[src/rtl/core/asd_pkg.sv]
// ----------------------------------------------------------------------------
// asd_pkg: shared types and constants of the axis selectable distance block
// Widths of the coordinate datapath, axis mode codes, the request and result
// payload types and the record that moves down the square root cell chain.
// ----------------------------------------------------------------------------
package asd_pkg;

   // Coordinate width; all datapath widths follow from it.
   localparam int COORD_BITS = 32;
   // A difference of two coordinates needs one more bit.
   localparam int DIFF_BITS  = COORD_BITS + 1;
   // The square of a difference is at most 2^(2*COORD_BITS).
   localparam int SQ_BITS    = 2 * COORD_BITS + 1;
   // A sum of three squares stays below 2^(2*COORD_BITS+2).
   localparam int RAD_BITS   = 2 * COORD_BITS + 2;
   // One root bit per cell.
   localparam int ROOT_BITS  = RAD_BITS / 2;
   // Partial remainder with room for the two shifted-in bits.
   localparam int REM_BITS   = ROOT_BITS + 2;
   localparam int DIST_BITS  = COORD_BITS + 2;
   // Three front stages, one stage per cell and the result register.
   localparam int LATENCY    = ROOT_BITS + 4;

   // Axis mode codes.
   localparam logic [2:0] FUNC_ALL = 3'd0;
   localparam logic [2:0] FUNC_X   = 3'd1;
   localparam logic [2:0] FUNC_Y   = 3'd2;
   localparam logic [2:0] FUNC_Z   = 3'd3;
   localparam logic [2:0] FUNC_XY  = 3'd4;
   localparam logic [2:0] FUNC_XZ  = 3'd5;
   localparam logic [2:0] FUNC_YZ  = 3'd6;
   localparam logic [2:0] FUNC_BAD = 3'd7;

   typedef struct packed {
      logic [2:0]                   func;
      logic signed [COORD_BITS-1:0] a_x;
      logic signed [COORD_BITS-1:0] a_y;
      logic signed [COORD_BITS-1:0] a_z;
      logic signed [COORD_BITS-1:0] b_x;
      logic signed [COORD_BITS-1:0] b_y;
      logic signed [COORD_BITS-1:0] b_z;
   } req_type;

   typedef struct packed {
      logic [DIST_BITS-1:0] dist_res;
      logic                 mode_error;
   } rsp_type;

   // Record handed from one square root cell to the next.
   typedef struct packed {
      logic                 valid;
      logic                 sqrt_en;
      logic                 err;
      logic [DIFF_BITS-1:0] direct;
      logic [RAD_BITS-1:0]  rad;
      logic [REM_BITS-1:0]  rem;
      logic [ROOT_BITS-1:0] root;
   } cell_type;

endpackage

[src/rtl/core/asd_sqrt_cell.sv]
// ----------------------------------------------------------------------------
// asd_sqrt_cell: one bit of the digit-by-digit square root
// Shifts the next two radicand bits into the partial remainder, tries the
// next root bit and passes the updated record to the following cell.
// ----------------------------------------------------------------------------
module asd_sqrt_cell (
   input  logic              clock,
   input  logic              reset,
   input  asd_pkg::cell_type cell_in,
   output asd_pkg::cell_type cell_out
);

   logic [asd_pkg::REM_BITS-1:0] rem_sh;
   logic [asd_pkg::REM_BITS-1:0] trial;
   logic                         fits;
   asd_pkg::cell_type            next_in;
   asd_pkg::cell_type            next_ff;

   // The partial remainder never uses its top two bits before the shift.
   assign rem_sh = {cell_in.rem[asd_pkg::REM_BITS-3:0],
                    cell_in.rad[asd_pkg::RAD_BITS-1 -: 2]};
   assign trial  = {cell_in.root, 2'b01};
   assign fits   = (rem_sh >= trial);

   always_comb begin
      next_in      = cell_in;
      next_in.rad  = {cell_in.rad[asd_pkg::RAD_BITS-3:0], 2'b00};
      next_in.rem  = fits ? (rem_sh - trial) : rem_sh;
      next_in.root = {cell_in.root[asd_pkg::ROOT_BITS-2:0], fits};
   end

   // Only the valid flag is control state.
   always_ff @(posedge clock) begin
      if (reset) begin
         next_ff.valid <= 1'b0;
      end else begin
         next_ff.valid <= next_in.valid;
      end
      next_ff.sqrt_en <= next_in.sqrt_en;
      next_ff.err     <= next_in.err;
      next_ff.direct  <= next_in.direct;
      next_ff.rad     <= next_in.rad;
      next_ff.rem     <= next_in.rem;
      next_ff.root    <= next_in.root;
   end

   assign cell_out = next_ff;

endmodule

[config.mk]
export PLATFORM = sky130hd
export DESIGN_NAME = asd_sqrt_cell
export DESIGN_NICKNAME = d
export VERILOG_FILES = /design/src/rtl/core/asd_pkg.sv /design/src/rtl/core/asd_sqrt_cell.sv
export SDC_FILE = /design/constraint.sdc
export NUM_CORES = 1
export LEC_CHECK = 0
export BUFFER_PORTS_ARGS = -buffer_cell sky130_fd_sc_hd__buf_4
export CAP_MARGIN = 40
export CORE_AREA = 2 2 133 135
export DETAILED_ROUTE_END_ITERATION = 10
export DIE_AREA = 0 0 135 137
export PLACE_DENSITY = 0.72
export SLEW_MARGIN = 20
export SYNTH_ARGS = -nofsm -noshare
export SYNTH_HDL_FRONTEND = slang
export SYNTH_SLANG_ARGS = --single-unit
[constraint.sdc]
create_clock -name clock -period 3.6 [get_ports clock]
set_input_delay 0.54 -clock clock [delete_from_list [all_inputs] [get_ports clock]]
set_output_delay 0.54 -clock clock [all_outputs]
set_load 0.02 [all_outputs]
==> results.json <==
{
  "ys_top_cells_by_count": "dfxtp_1, a21oi_1, inv_1, nand2_1, ha_1",
  "largest_reg_flops": 168,
  "ys_async_sr_fraction": 0,
  "routed.top_layer": "met5",
  "cp-end-kind": "flop",
  "overflow": 0,
  "netlist_area_sq_um": 5940,
  "synth_edf_count": 0,
  "design_area_sq_um": 9270,
  "synth-seq-cells": 168,
  "die_x_microns": 135,
  "synth_cell_types": 63,
  "synth_top_area_frac": 0.566,
  "yosysWarnings": 0,
  "ctsHtreeMaxLevel": 4,
  "fin_tns_setup_ns": 0,
  "place.gp.congestion": 0.862,
  "synthTopCellsByArea": "dfxtp_1, ha_1, a21oi_1",
  "port_buffers": 337,
  "viasPerCell": 4.67,
  "wl_met1_microns": 8450,
  "core_sq_um": 17100,
  "finalCritPeriodShare": 0.766,
  "clock.fmax_ghz": 0.363,
  "n_fill_cell": 1549,
  "first_global_vias": 5266,
  "drive_gt1_frac": 0.427,
  "ios": 342,
  "grt_max_degree": 19,
  "finalNetCount": 1116,
  "syn_inst": 564,
  "synth.yosys.seq_area_share": 0.566,
  "antenna_found_initial": 2,
  "dieArea_sq_um": 18500,
  "cts.sinks": 168,
  "vias": 5384,
  "wire_per_inst_microns": 18.5,
  "critical_path.slowest_cell": "ha_1",
  "cts.clk_slew.worst_paths_ns": 0.08,
  "postLayoutSetupSlackWorst_ns": 0.843,
  "cp_max_fo": 16,
  "crit_type": "in2reg",
  "rsz0062_at_grt": "no",
  "p_per_area_nw_per_um2": 533,
  "p_leak_nw": 4.54,
  "place_area_sq_um": 8680,
  "critical_path.top_delay_family": "compound AO/OA/AOI/OAI gates",
  "die_h_microns": 137,
  "status": "complete, no violations",
  "worstMarginPinSlew_ns": 0.619,
  "cts_setup_buffers": 0,
  "synthFlopType": "dfxtp_1",
  "post_cts_resized": 0,
  "period_needed_ns": 2.76,
  "syn_area_per_cell_sq_um": 10.5,
  "cts_root_buffer": "clkbuf_16",
  "initial_core_util": 0.348,
  "drv_slew": 0,
  "dp_slack_ns": 0.413,
  "grt_first_pass_wirelength_microns": 30100,
  "critPathBufInv": 4,
  "cts.path.max_buffers": 2,
  "arrival_ns": 3.11,
  "finalHoldViolCount": 0,
  "yosysMostFrequentCell": "dfxtp_1",
  "max_cap_viol_count": 0,
  "met2_wirelength_microns": 10300,
  "grt_usage": 0.224,
  "start_kind": "input pin",
  "syn2layout_area_growth_pct": 56.2,
  "setup_viol": 0,
  "cts_tree": "yes",
  "cts_made_buffers": 17,
  "required_ns": 3.96,
  "dr_wl_met3_microns": 2180,
  "drtPass1Iterations": 7,
  "place_hpwl_microns": 17400,
  "drt_wl_total_microns": 21300,
  "num_rows": 48,
  "holdCritPathClass": "in2reg",
  "drtIter0Drc": 266,
  "cts_hold_buffers": 0,
  "cp_cell_sequence": "buf_4 > inv_1 > ha_1 > nand2_1 > o21ai_1 > a21oi_1 > o211ai_2 > a21oi_2 > o31a_1 > inv_1 > buf_4 > nor2_1 > a21oi_1",
  "yosysTopAreaCell": "dfxtp_1",
  "ir_drop_mv": 0.353,
  "slowest_delay_ns": 0.38,
  "ant_nets": 0,
  "post-route-drc-count": 0,
  "relSlewSlack": 0.584
}
## placed cells by master, fill, tap and decap left out, types with 5 or more instances in the layout
cell	count
buf_4	340
nand2_1	36
ha_1	35
o21ai_0	22
o21a_1	7
xor2_1	11
xnor2_1	16
a21oi_1	52
clkbuf_16	17
inv_1	44
nand3_1	10
nor3_1	9
dfxtp_1	168
a21o_1	16
diode_2	5
o21bai_1	6
nand4_1	9
nor2_1	33
## through the flow
step | util | hold slack, ns | std cells | power (mW)
6_report | 0.544 | 0.202 | 1152 | 4.94
5_1_grt | 0.543 | 0.171 | 1147 | 5.15
4_1_cts | 0.543 | 0.184 | 1147 | 4.98
3_5_place_dp | 0.509 | 0.646 | 1115 | 3.19
3_3_place_gp | 0.509 | 0.645 | 1115 | 3.18
2_1_floorplan | - | 0.568 | 565 | 2.69
## worst paths after layout
check	from	end	slack, ns	depth (start not counted)
max	cell_in[8]	cell_out[42]$_DFF_P_	0.84	13
min	cell_in[88]	cell_out[90]$_DFF_P_	0.20	1
## metal layers
| metal | GRT usage | vias to the layer above |
|---|---|---|
| li1 | - | 2647 |
| met1 | 0.263 | 2493 |
| met2 | 0.376 | 216 |
| met3 | 0.101 | 26 |
| met4 | 0.0532 | 2 |
| met5 | 0 | - |
## kinds of logic after synthesis
kind of cell / count (synthesis) / share of synthesized area
flops: 168 / 0.566
compound gates: 147 / 0.165
simple gates: 125 / 0.104
buf+inv: 60 / 0.0476
fa+ha+maj: 35 / 0.0738
xor+xnor: 27 / 0.0398
other cells: 1 / 0.000632
mux: 1 / 0.00190
## cell type report
| class | count | area, sq um | share of cell area |
|---|---|---|---|
| inverter | 44 | 165 | 0.0178 |
| tap | 225 | 282 | 0.0304 |
| clock inverter | 15 | 156 | 0.0169 |
| clock buffer | 17 | 425 | 0.0459 |
| multi-input combinational | 337 | 2290 | 0.248 |
| timing repair buffer | 341 | 2570 | 0.277 |
| sequential | 168 | 3360 | 0.363 |
| antenna | 5 | 12.5 | 0.00135 |
## power breakdown
group | switching [mW] | leakage (nW) | internal, mW
combinational | 0.600 | 2.84 | 0.498
sequential | 0.0428 | 1.42 | 2.01
clock | 0.864 | 0.276 | 0.924
(Power assumes the default switching activity.)
